`src/rtl/assert_macros.svh`:
```
// Assertion macros used by the relaxer RTL.
`ifndef ASSERT_MACROS_SVH
`define ASSERT_MACROS_SVH

// Property must hold at every clock edge outside reset.
`define RBF_ASSERT(lbl, clk, rst_n, prop) \
  lbl: assert property (@(posedge clk) disable iff (!rst_n) prop) \
    else $error("assertion failed");

// Condition must never be true outside reset.
`define RBF_NEVER(lbl, clk, rst_n, cond) \
  `RBF_ASSERT(lbl, clk, rst_n, !(cond))

`endif

```
`src/rtl/rbf_pkg.sv`:
```
// Types, constants and helper functions of the relaxer.
`default_nettype none

package rbf_pkg;

  localparam int unsigned MaxRooms  = 256;
  localparam int unsigned MaxBonds  = 16;
  localparam int unsigned RoomW     = 8;
  localparam int unsigned SlotW     = 4;
  localparam int unsigned WeightW   = 10;
  localparam int unsigned AncW      = 9;
  localparam int unsigned CountW    = 9;
  localparam int unsigned TotW      = 5;
  localparam int unsigned BondAddrW = RoomW + SlotW;
  localparam int unsigned PipeAddrW = 2 * RoomW;

  localparam logic [2:0] ModeLoadRoom = 3'd0;
  localparam logic [2:0] ModeLoadBond = 3'd1;
  localparam logic [2:0] ModeLoadPipe = 3'd2;
  localparam logic [2:0] ModeRun      = 3'd3;
  localparam logic [2:0] ModeRead     = 3'd4;

  localparam logic [1:0] PipeClosed = 2'b00;
  localparam logic [1:0] PipeOpen   = 2'b01;
  localparam logic [1:0] PipeNeg    = 2'b11;

  typedef struct packed {
    logic [WeightW-1:0] weight;
    logic [AncW-1:0]    anc;
    logic               allowed;
    logic [TotW-1:0]    total;
  } room_rec_t;

  typedef struct packed {
    logic             we;
    logic [RoomW-1:0] waddr;
    room_rec_t        wdata;
    logic             re;
    logic [RoomW-1:0] raddr;
  } room_req_t;

  typedef struct packed {
    logic                 re;
    logic                 we;
    logic [BondAddrW-1:0] addr;
    logic [RoomW-1:0]     wdata;
  } bond_req_t;

  typedef struct packed {
    logic                 we;
    logic [PipeAddrW-1:0] waddr;
    logic [1:0]           wdata;
    logic                 re;
    logic [PipeAddrW-1:0] raddr;
  } pipe_req_t;

  typedef struct packed {
    logic               valid;
    logic               done;
    logic [WeightW-1:0] weight;
    logic [AncW-1:0]    anc;
    logic [CountW-1:0]  rounds;
    logic               changing;
  } res_t;

  // weight plus pipe value, saturated to the 10-bit signed range
  function automatic logic [WeightW-1:0] sat_add(input logic [WeightW-1:0] a,
                                                 input logic [1:0] b);
    logic signed [WeightW:0] s;
    s = $signed({a[WeightW-1], a}) + $signed({{(WeightW-1){b[1]}}, b});
    if (s > $signed(11'sd511)) begin
      return 10'h1FF;
    end else if (s < $signed(-11'sd512)) begin
      return 10'h200;
    end
    return s[WeightW-1:0];
  endfunction

endpackage

`default_nettype wire

```
`src/rtl/rbf_seq.sv`:
```
// Sequencer: item decode, pipe clearing pass and the relaxation run.
`default_nettype none

`include "assert_macros.svh"

module rbf_seq (
  input  wire logic                          clk_i,
  input  wire logic                          rst_ni,
  input  wire logic                          in_valid_i,
  output logic                               in_stall_o,
  input  wire logic [2:0]                    mode_i,
  input  wire logic [rbf_pkg::RoomW-1:0]     room_i,
  input  wire logic [rbf_pkg::SlotW-1:0]     slot_i,
  input  wire logic [rbf_pkg::RoomW-1:0]     other_room_i,
  input  wire logic [1:0]                    pipe_value_i,
  input  wire logic [rbf_pkg::WeightW-1:0]   weight_in_i,
  input  wire logic [rbf_pkg::AncW-1:0]      ancestor_in_i,
  input  wire logic                          allowed_in_i,
  input  wire logic [rbf_pkg::TotW-1:0]      bond_count_i,
  input  wire logic [rbf_pkg::CountW-1:0]    room_count_i,
  input  wire logic                          out_free_i,
  output rbf_pkg::res_t                      res_o,
  output rbf_pkg::room_req_t                 room_req_o,
  input  wire rbf_pkg::room_rec_t            room_rd_i,
  output rbf_pkg::bond_req_t                 bond_req_o,
  input  wire logic [rbf_pkg::RoomW-1:0]     bond_rd_i,
  output rbf_pkg::pipe_req_t                 pipe_req_o
  , input wire logic [1:0]                   pipe_rd_i
);

  localparam logic [4:0] S_CLEAR = 5'd0;
  localparam logic [4:0] S_IDLE  = 5'd1;
  localparam logic [4:0] S_FIN   = 5'd2;
  localparam logic [4:0] S_RM_WT = 5'd3;
  localparam logic [4:0] S_B_CHK = 5'd4;
  localparam logic [4:0] S_B_WT  = 5'd5;
  localparam logic [4:0] S_B_W2  = 5'd6;
  localparam logic [4:0] S_B_W3  = 5'd7;
  localparam logic [4:0] S_D_CHK = 5'd8;
  localparam logic [4:0] S_D_BW  = 5'd9;
  localparam logic [4:0] S_D_PW  = 5'd10;
  localparam logic [4:0] S_D_FW  = 5'd11;
  localparam logic [4:0] S_D_AR  = 5'd12;
  localparam logic [4:0] S_D_AW  = 5'd13;
  localparam logic [4:0] S_D_END = 5'd14;
  localparam logic [4:0] S_NEXT  = 5'd15;
  localparam logic [4:0] S_RSEL  = 5'd16;
  localparam logic [4:0] S_RCHK  = 5'd17;

  logic [4:0]                     state_q, state_d;
  logic [rbf_pkg::PipeAddrW-1:0]  clr_q, clr_d;
  logic [2:0]                     mode_q, mode_d;
  logic [rbf_pkg::CountW-1:0]     n_q, n_d;
  logic [rbf_pkg::RoomW-1:0]      i_q, i_d, t_q, t_d, f_q, f_d;
  logic [rbf_pkg::TotW-1:0]       j_q, j_d, j2_q, j2_d, tot_i_q, tot_i_d, tot_t_q, tot_t_d;
  logic [1:0]                     p_q, p_d;
  logic [rbf_pkg::WeightW-1:0]    wi_q, wi_d, saved_q, saved_d, wsrc_q, wsrc_d;
  logic                           ai_q, ai_d;
  logic [rbf_pkg::CountW-1:0]     round_q, round_d, last_q, last_d;
  logic                           flag_q, flag_d, phase0_q, phase0_d;
  logic [rbf_pkg::WeightW-1:0]    w_new;
  logic                           accept;
  logic [rbf_pkg::CountW-1:0]     n_clamp;

  assign in_stall_o = (state_q != S_IDLE);
  assign accept     = in_valid_i && !in_stall_o;

  always_comb begin
    if (room_count_i < 9'd2) begin
      n_clamp = 9'd2;
    end else if (room_count_i > 9'(rbf_pkg::MaxRooms)) begin
      n_clamp = 9'(rbf_pkg::MaxRooms);
    end else begin
      n_clamp = room_count_i;
    end
  end

  always_comb begin
    state_d  = state_q;
    clr_d    = clr_q;
    mode_d   = mode_q;
    n_d      = n_q;
    i_d      = i_q;
    t_d      = t_q;
    f_d      = f_q;
    j_d      = j_q;
    j2_d     = j2_q;
    tot_i_d  = tot_i_q;
    tot_t_d  = tot_t_q;
    p_d      = p_q;
    wi_d     = wi_q;
    ai_d     = ai_q;
    saved_d  = saved_q;
    wsrc_d   = wsrc_q;
    round_d  = round_q;
    last_d   = last_q;
    flag_d   = flag_q;
    phase0_d = phase0_q;
    w_new    = '0;
    room_req_o = '0;
    bond_req_o = '0;
    pipe_req_o = '0;
    res_o      = '0;

    case (state_q)
      S_CLEAR: begin
        pipe_req_o.we    = 1'b1;
        pipe_req_o.waddr = clr_q;
        pipe_req_o.wdata = rbf_pkg::PipeClosed;
        clr_d = clr_q + 1'b1;
        if (&clr_q) begin
          state_d = S_IDLE;
        end
      end
      S_IDLE: begin
        if (accept) begin
          mode_d  = mode_i;
          state_d = S_FIN;
          case (mode_i)
            rbf_pkg::ModeLoadRoom: begin
              room_req_o.we            = 1'b1;
              room_req_o.waddr         = room_i;
              room_req_o.wdata.weight  = weight_in_i;
              room_req_o.wdata.anc     = ancestor_in_i;
              room_req_o.wdata.allowed = allowed_in_i;
              room_req_o.wdata.total   = (bond_count_i > 5'(rbf_pkg::MaxBonds)) ?
                                         5'(rbf_pkg::MaxBonds) : bond_count_i;
            end
            rbf_pkg::ModeLoadBond: begin
              bond_req_o.we    = 1'b1;
              bond_req_o.addr  = {room_i, slot_i};
              bond_req_o.wdata = other_room_i;
            end
            rbf_pkg::ModeLoadPipe: begin
              pipe_req_o.we    = 1'b1;
              pipe_req_o.waddr = {room_i, other_room_i};
              // the unused minus-two pattern is stored as minus one
              pipe_req_o.wdata = pipe_value_i[1] ? rbf_pkg::PipeNeg : pipe_value_i;
            end
            rbf_pkg::ModeRun: begin
              flag_d     = 1'b0;
              n_d        = n_clamp;
              i_d        = '0;
              round_d    = '0;
              phase0_d   = 1'b1;
              room_req_o.re    = 1'b1;
              room_req_o.raddr = '0;
              state_d    = S_RM_WT;
            end
            rbf_pkg::ModeRead: begin
              room_req_o.re    = 1'b1;
              room_req_o.raddr = room_i;
            end
            default: ;
          endcase
        end
      end
      S_FIN: begin
        if (out_free_i) begin
          res_o.valid    = 1'b1;
          res_o.done     = (mode_q inside {[rbf_pkg::ModeLoadRoom:rbf_pkg::ModeRead]});
          res_o.rounds   = last_q;
          res_o.changing = flag_q;
          if (mode_q == rbf_pkg::ModeRead) begin
            res_o.weight = room_rd_i.weight;
            res_o.anc    = room_rd_i.anc;
          end
          state_d = S_IDLE;
        end
      end
      S_RM_WT: begin
        if (!phase0_q && room_rd_i.weight == {1'b0, n_q}) begin
          state_d = S_NEXT;
        end else begin
          tot_i_d = room_rd_i.total;
          j_d     = '0;
          state_d = S_B_CHK;
        end
      end
      S_B_CHK: begin
        if (j_q < tot_i_q) begin
          bond_req_o.re   = 1'b1;
          bond_req_o.addr = {i_q, j_q[rbf_pkg::SlotW-1:0]};
          state_d = S_B_WT;
        end else begin
          state_d = S_NEXT;
        end
      end
      S_B_WT: begin
        t_d = bond_rd_i;
        pipe_req_o.re    = 1'b1;
        pipe_req_o.raddr = {i_q, bond_rd_i};
        room_req_o.re    = 1'b1;
        room_req_o.raddr = i_q;
        state_d = S_B_W2;
      end
      S_B_W2: begin
        if (pipe_rd_i == rbf_pkg::PipeClosed) begin
          j_d     = j_q + 1'b1;
          state_d = S_B_CHK;
        end else begin
          p_d  = pipe_rd_i;
          wi_d = room_rd_i.weight;
          ai_d = room_rd_i.allowed;
          room_req_o.re    = 1'b1;
          room_req_o.raddr = t_q;
          state_d = S_B_W3;
        end
      end
      S_B_W3: begin
        w_new = rbf_pkg::sat_add(wi_q, p_q);
        if (!($signed(w_new) < $signed(room_rd_i.weight))) begin
          j_d     = j_q + 1'b1;
          state_d = S_B_CHK;
        end else if (!room_rd_i.allowed && ai_q && ({1'b0, i_q} != n_q - 1'b1) &&
                     (t_q != '0)) begin
          // detour through the target: park a trial weight, walk its reversed pipes
          saved_d = room_rd_i.weight;
          tot_t_d = room_rd_i.total;
          j2_d    = '0;
          room_req_o.we           = 1'b1;
          room_req_o.waddr        = t_q;
          room_req_o.wdata        = room_rd_i;
          room_req_o.wdata.weight = rbf_pkg::sat_add(wi_q, rbf_pkg::PipeOpen);
          state_d = S_D_CHK;
        end else begin
          room_req_o.we           = 1'b1;
          room_req_o.waddr        = t_q;
          room_req_o.wdata        = room_rd_i;
          room_req_o.wdata.weight = w_new;
          room_req_o.wdata.anc    = {1'b0, i_q};
          flag_d  = 1'b1;
          j_d     = j_q + 1'b1;
          state_d = S_B_CHK;
        end
      end
      S_D_CHK: begin
        if (j2_q < tot_t_q) begin
          bond_req_o.re   = 1'b1;
          bond_req_o.addr = {t_q, j2_q[rbf_pkg::SlotW-1:0]};
          state_d = S_D_BW;
        end else begin
          room_req_o.re    = 1'b1;
          room_req_o.raddr = t_q;
          state_d = S_D_END;
        end
      end
      S_D_BW: begin
        f_d = bond_rd_i;
        pipe_req_o.re    = 1'b1;
        pipe_req_o.raddr = {t_q, bond_rd_i};
        room_req_o.re    = 1'b1;
        room_req_o.raddr = t_q;
        state_d = S_D_PW;
      end
      S_D_PW: begin
        if (pipe_rd_i != rbf_pkg::PipeNeg) begin
          j2_d    = j2_q + 1'b1;
          state_d = S_D_CHK;
        end else begin
          wsrc_d = room_rd_i.weight;
          room_req_o.re    = 1'b1;
          room_req_o.raddr = f_q;
          state_d = S_D_FW;
        end
      end
      S_D_FW: begin
        w_new = rbf_pkg::sat_add(wsrc_q, rbf_pkg::PipeNeg);
        if ($signed(w_new) < $signed(room_rd_i.weight)) begin
          room_req_o.we           = 1'b1;
          room_req_o.waddr        = f_q;
          room_req_o.wdata        = room_rd_i;
          room_req_o.wdata.weight = w_new;
          room_req_o.wdata.anc    = {1'b0, t_q};
          flag_d  = 1'b1;
          state_d = S_D_AR;
        end else begin
          j2_d    = j2_q + 1'b1;
          state_d = S_D_CHK;
        end
      end
      S_D_AR: begin
        room_req_o.re    = 1'b1;
        room_req_o.raddr = t_q;
        state_d = S_D_AW;
      end
      S_D_AW: begin
        room_req_o.we        = 1'b1;
        room_req_o.waddr     = t_q;
        room_req_o.wdata     = room_rd_i;
        room_req_o.wdata.anc = {1'b0, i_q};
        j2_d    = j2_q + 1'b1;
        state_d = S_D_CHK;
      end
      S_D_END: begin
        room_req_o.we           = 1'b1;
        room_req_o.waddr        = t_q;
        room_req_o.wdata        = room_rd_i;
        room_req_o.wdata.weight = saved_q;
        j_d     = j_q + 1'b1;
        state_d = S_B_CHK;
      end
      S_NEXT: begin
        if (phase0_q) begin
          phase0_d = 1'b0;
          state_d  = S_RCHK;
        end else begin
          i_d     = i_q + 1'b1;
          state_d = S_RSEL;
        end
      end
      S_RSEL: begin
        if ({1'b0, i_q} + 1'b1 < n_q) begin
          room_req_o.re    = 1'b1;
          room_req_o.raddr = i_q;
          state_d = S_RM_WT;
        end else begin
          round_d = round_q + 1'b1;
          state_d = S_RCHK;
        end
      end
      S_RCHK: begin
        if (round_q < n_q && flag_q) begin
          flag_d  = 1'b0;
          i_d     = 8'd1;
          state_d = S_RSEL;
        end else begin
          last_d  = round_q;
          state_d = S_FIN;
        end
      end
      default: state_d = S_IDLE;
    endcase
  end

  always_ff @(posedge clk_i or negedge rst_ni) begin
    if (!rst_ni) begin
      state_q  <= S_CLEAR;
      clr_q    <= '0;
      round_q  <= '0;
      last_q   <= '0;
      flag_q   <= 1'b0;
      phase0_q <= 1'b0;
      n_q      <= 9'd2;
    end else begin
      state_q  <= state_d;
      clr_q    <= clr_d;
      round_q  <= round_d;
      last_q   <= last_d;
      flag_q   <= flag_d;
      phase0_q <= phase0_d;
      n_q      <= n_d;
    end
  end

  always_ff @(posedge clk_i) begin
    mode_q  <= mode_d;
    i_q     <= i_d;
    t_q     <= t_d;
    f_q     <= f_d;
    j_q     <= j_d;
    j2_q    <= j2_d;
    tot_i_q <= tot_i_d;
    tot_t_q <= tot_t_d;
    p_q     <= p_d;
    wi_q    <= wi_d;
    ai_q    <= ai_d;
    saved_q <= saved_d;
    wsrc_q  <= wsrc_d;
  end

  `RBF_NEVER(a_room_rw_same, clk_i, rst_ni,
             room_req_o.we && room_req_o.re && room_req_o.waddr == room_req_o.raddr)
  `RBF_ASSERT(a_clear_blocks, clk_i, rst_ni,
              (state_q == S_CLEAR) |-> (in_stall_o && !room_req_o.we && !bond_req_o.we))
  `RBF_ASSERT(a_accept_leaves_idle, clk_i, rst_ni, accept |=> (state_q != S_IDLE))
  `RBF_ASSERT(a_round_bound, clk_i, rst_ni, (state_q == S_RCHK) |-> (round_q <= n_q))

endmodule

`default_nettype wire

```
`config.mk`:
```
export PLATFORM = sky130hd
export DESIGN_NAME = rbf_seq
export DESIGN_NICKNAME = d
export VERILOG_FILES = /design/src/rtl/rbf_pkg.sv /design/src/rtl/rbf_seq.sv
export VERILOG_INCLUDE_DIRS = /design/src /design/src/rtl
export SDC_FILE = /design/constraint.sdc
export NUM_CORES = 1
export LEC_CHECK = 0
export ABC_AREA = 1
export BUFFER_PORTS_ARGS = -buffer_cell sky130_fd_sc_hd__buf_2
export CORE_MARGIN = 1.5
export CORE_UTILIZATION = 60
export DETAILED_ROUTE_END_ITERATION = 8
export PLACE_DENSITY = 0.95
export SLEW_MARGIN = 20
export SYNTH_ARGS = -nofsm -noshare
export SYNTH_HDL_FRONTEND = slang
export SYNTH_SLANG_ARGS = --single-unit
```
`constraint.sdc`:
```
create_clock -name clk_i -period 7.1 [get_ports clk_i]
set_input_delay 0.71 -clock clk_i [delete_from_list [all_inputs] [get_ports clk_i]]
set_output_delay 0.71 -clock clk_i [all_outputs]
set_load 0.005 [all_outputs]
```
Word level (Yosys, flattened, before mapping)

Index checks and enable logic that the tools add are counted.

Register bits: 130
Input bits: 98
Output and inout port bits: 133
Word-level logic and storage cells: 229

$add $sub $neg: 10
Magnitude comparators: 17
Equality and inequality tests: 42
Mux-type cells: 100
Bitwise gates (word level): 4
Reductions and logical operators: 36

Operators with widths:

| kind                 | count |
|---|---|
| $pmux 34 s5          | 1 |
| $mux 10              | 11 |
| $mux 34              | 3 |
| $pmux 5 s18          | 1 |
| $mux 9               | 9 |
| $mux 5               | 14 |
| $pmux 9 s7           | 1 |
| $mux 31              | 2 |
| $mux 19              | 3 |
| $mux 43              | 1 |
| $mux 21              | 2 |
| $eq 5x4->1 const B   | 8 |
| $mux 8               | 5 |
| $pmux 5 s4           | 2 |
| $pmux 19 s2          | 1 |
| $pmux 12 s3          | 1 |
| $pmux 9 s2           | 2 |
| $pmux 17 s2          | 1 |
| $gt 11x10->1 const B | 3 |
| $lt 11x10->1 const B | 3 |
| $ne 2x2->1 const B   | 15 |
| $mux 25              | 1 |
| $mux 1               | 24 |
| $mux 12              | 2 |
| 52 further kinds     | 93 |

Longest topological paths before layout

Word-level depth: 14
Mapped depth: 25
Gate-level depth less buffers: 25

Least setup slack after synthesis

OpenSTA, ideal clock, no wires.

Kind: register -> register
From: register p_q[1]
To: register saved_q[0] in the netlist's numbering (enable)
Setup time: 0.386 ns
Arrival time: 3.621 ns
Data required time: 6.714 ns
Slack: 3.093 ns
Cell stages (with the launch flop): 20
Path buffers: 0
Clock period less this slack: 4.007 ns
Path through: edfxtp_1 > ha_1 > nand2_1 > inv_1 > a21oi_1 > nand3_1 > nand2_1 > nand2_2 > nand2_1 > inv_1 > o21ai_0 > ha_1 > a21oi_1 > o21a_1 > o21ai_0 > a31oi_1 > nand2_2 > nand2_4 > nand3_4 > nor2_1

Longest elaborated chain between the ends: 9
Elaborated cells between the ends (all ways): 11
Those cells by class: add/sub (1); order compare (3); mux (6); reduce/logical (1)

RTL lines:

| item                           | RTL line       | source |
|---|---|---|
| start: declaration             | rbf_seq.sv:56  | `logic [1:0] p_q, p_d;` |
| start signal: assignment       | rbf_seq.sv:365 | `p_q <= p_d;` |
| $add 10x2->11 (*)              | rbf_pkg.sv:70  | `s = $signed({a[WeightW-1], a}) + $signed({{(WeightW-1){b[1]}}, b});` |
| $lt 11x10->1                   | rbf_pkg.sv:73  | `end else if (s < $signed(-11'sd512)) begin` |
| $mux 1                         | rbf_pkg.sv:73  |  |
| $mux 1                         | rbf_pkg.sv:71  | `if (s > $signed(11'sd511)) begin` |
| $mux 1                         | rbf_seq.sv:105 | `case (state_q)` |
| $mux 10 (*)                    | rbf_pkg.sv:76  | `return s[WeightW-1:0];` |
| $mux 10 (*)                    | rbf_seq.sv:105 |  |
| $lt 10x10->1 (*)               | rbf_seq.sv:212 | `if (!($signed(w_new) < $signed(room_rd_i.weight))) begin` |
| $reduce_and 3->1 (no line) (*) | -              |  |
| end signal: assignment         | rbf_seq.sv:368 | `saved_q <= saved_d;` |
| end: declaration               | rbf_seq.sv:57  | `logic [rbf_pkg::WeightW-1:0] wi_q, wi_d, saved_q, saved_d, wsrc_q, wsrc_d;` |

Every way passes the cells marked *; elsewhere a longest branch is shown, timed or not. The select of a mux whose other input is x is not followed.
A chain may end at the register's enable or synchronous reset.

==> flow_metrics.py <==
metrics = {
    "outcome": {
        "status": "completed",
    },
    "power": {
        "irDropWorstVdd_v": 0.000196,
        "swShare_pct": 41.6,
        "p_int_mw": 1.98,
        "powerDensity_mw_per_mm2": 277,
        "clkPwrFrac_pct": 26.6,
        "p_leak_nw": 6.20,
        "switchingPower_mw": 1.41,
        "seqPwrFrac_pct": 33.3,
        "pwr-share-comb_pct": 40.1,
    },
    "cells_and_area": {
        "drive_gt1_share_pct": 20.3,
        "synthToLayoutAreaGrowth_pct": 18.9,
        "nNetsFinal": 1763,
        "n_fill_cell": 1220,
        "post-route-util_pct": 73.3,
        "instances_no_fill": 1835,
    },
    "worst_setup_path": {
        "start_kind": "flip-flop",
        "critPathMaxFanout": 18,
        "critPathKind": "reg -> out",
        "critical_path_required_ns": 6.39,
        "arrival_ns": 4.57,
        "worstReg2RegStart": "wi_q[0]",
        "crit_start": "wi_q[0]",
        "cp-end-kind": "output pin",
        "reg2reg_setup_slack_ns": 2.57,
    },
    "placed_design": {
        "post-dp-hpwl_um": 25900,
        "place.gp.congestion": 1.01,
        "dp_cells": 1802,
        "io_buffers": 230,
    },
    "drt": {
        "vias": 11100,
        "ant_nets": 0,
        "drt_wl_total_um": 34500,
        "drc": 0,
        "vias_per_cell": 6.07,
        "drtPass1Iterations": 7,
        "drtIter0Drc": 1448,
        "wl_per_cell_um": 18.8,
    },
    "timing": {
        "rsz0062_at_grt": "no",
        "tightest_slew_ns": 1.13,
        "fin_worst_skew_ns": 0.0105,
        "finalCritPeriodShare_pct": 74.3,
        "drv_slew": 0,
        "relSlewSlack_pct": 24.6,
        "fin_crit_ns": 5.28,
        "fin_setup_tns_ns": 0,
        "clock.fmax_mhz": 189,
        "finalSetupViolCount": 0,
        "finalHoldViolCount": 0,
    },
    "synthesis": {
        "synth_top_area_share_pct": 23.4,
        "synth_cells": 1372,
        "ys_ff_latch": 130,
        "ys.warnings.count": 0,
        "netlist_top_cells_count": "nand2_1 (281), inv_1 (213), nor2_1 (146)",
        "syn-num-nets": 1534,
        "ys_seq_area_share_pct": 35.6,
        "synth_most_common_cell": "nand2_1",
        "yosys.area.top_type": "edfxtp_1",
        "ys_async_sr_fraction_pct": 38.5,
        "syn_area_mm2": 0.0103,
        "syn_area_per_cell_um2": 7.48,
        "synth_edf_count": 80,
        "synth.area.top_cells": "edfxtp_1 (23%), dfrtp_1 (12%), nand2_1 (10%), inv_1 (7.8%), ha_1 (7.7%)",
        "synthFlopType": "edfxtp_1",
        "ys_types": 56,
    },
    "min_path": {
        "worstHoldPathType": "in -> async",
    },
    "clocking": {
        "clock_sinks": 130,
        "h-tree-depth": 4,
        "cts_tree": "done",
        "cts_buffers": 17,
        "insertion_delay_ns": 0.43,
        "cts_resized": 0,
        "cts.clk_slew.worst_paths_ns": 0.06,
        "holdBufCountCts": 0,
        "cts_root_buf": "clkbuf_16",
        "post_cts_buffers": 0,
        "cts.path.max_buffers": 2,
    },
    "floorplan": {
        "initial_core_util_pct": 61.7,
        "die_area_mm2": 0.0179,
        "die_w_um": 134,
        "io_pins": 231,
        "die_h_um": 134,
        "core_area_mm2": 0.0166,
        "row_count": 47,
    },
    "flow_run": {
        "maxCapViolations": 0,
    },
    "grt": {
        "grt_pass1_wl_um": 53900,
        "antenna_found_initial": 1,
        "grt_pass1_vias": 10400,
        "grt_usage_pct": 38.7,
        "grt_overflow": 0,
        "grt_max_degree": 51,
    },
}
## layout by cell type, fill, tap and decap left out, types with 49 or more instances in the layout
cell        n
inv_1     213
nand3_1    79
ha_1       63
o21ai_0    84
edfxtp_1   80
nor2_1    146
nand2_1   281
buf_2     230
dfrtp_1    49
a21oi_1    61
## registers in the layout (all words and copies together), names as in the netlist, 2 cells and up
register,count
last_q,9
wi_q,10
f_q,8
clr_q,16
j_q,5
saved_q,10
round_q,9
t_q,8
n_q,9
p_q,2
i_q,8
mode_q,3
wsrc_q,10
state_q,5
tot_t_q,5
tot_i_q,5
j2_q,5
## metal layers
layer,vias to the layer above,global-route usage (%),share of wire (%)
met5,-,0,0
met4,0,22.0,5.9
met3,187,8.54,12
met2,869,61.5,45
met1,5008,48.8,37
li1,5070,-,-
## final cells by class
type	instances	area, µm²	area share [%]
Tap cell	220	275	2.26
Clock buffer	19	433	3.55
Timing Repair Buffer	238	1210	9.92
Inverter	226	853	6.99
Sequential cell	130	3650	29.9
Antenna cell	1	2.50	0.0205
Multi-Input combinational cell	988	5620	46.0
Clock inverter	13	160	1.31
## worst paths after layout
| check | end | cells past startpoint |
|---|---|---|
| setup / recovery | room_req_o[29] | 23 |
| hold / removal | clr_q[14] | 2 |
| setup reg to reg | saved_q[1] | 21 |
| hold reg to reg | last_q[2] | 2 |
| max in group asynchronous | flag_q | 2 |
| min in group clk_i | t_q[4] | 1 |
## power groups by stage
stage	Combinational (mW)	Clock, mW	Sequential (mW)
2_1_floorplan	0.891	0	1.06
3_3_place_gp	1.26	0	1.12
3_5_place_dp	1.31	0	1.13
4_1_cts	1.33	0.895	1.12
5_1_grt	1.50	0.930	1.13
6_report	1.36	0.899	1.13
## stage by stage
stage                     cell area, µm²  worst slack (ns)  hold WS, ns  power (mW)
after floorplan                    10300              3.09        0.414        1.96
after global placement             11600              2.53        0.470        2.39
after detailed placement           11600              2.42        0.484        2.43
after CTS                          12200              1.93        0.423        3.34
after global routing               12200              1.54        0.473        3.57
final                              12200              1.82        0.409        3.38
## cell families after synthesis
family / Yosys count / synth area share, %
xor gates and xnor gates: 57 / 4.86
buffers and inverters: 254 / 9.72
and+or+nand+nor: 638 / 28.7
DFF: 130 / 35.6
AOI/OAI and AO/OA: 228 / 13.1
muxes: 1 / 0.110
adders and majority gates: 64 / 7.88
## worst max-delay path, stage by stage (launching register included)
cell	delay (ns)
edfxtp_1	0.47
ha_1	0.25
inv_1	0.08
fa_1	0.44
inv_1	0.08
nand3_1	0.10
nand3_1	0.10
nand2_1	0.06
nand2_2	0.10
nand2_1	0.08
inv_1	0.18
o21ai_0	0.15
ha_1	0.32
a21oi_1	0.15
o21a_1	0.14
o21ai_0	0.08
a31oi_1	0.32
nand2_2	0.12
nand2_4	0.13
nand3_4	0.11
inv_4	0.29
nand2_1	0.15
nand3_1	0.10
buf_2	0.12
Note: power is estimated with default switching activity, not from simulation.
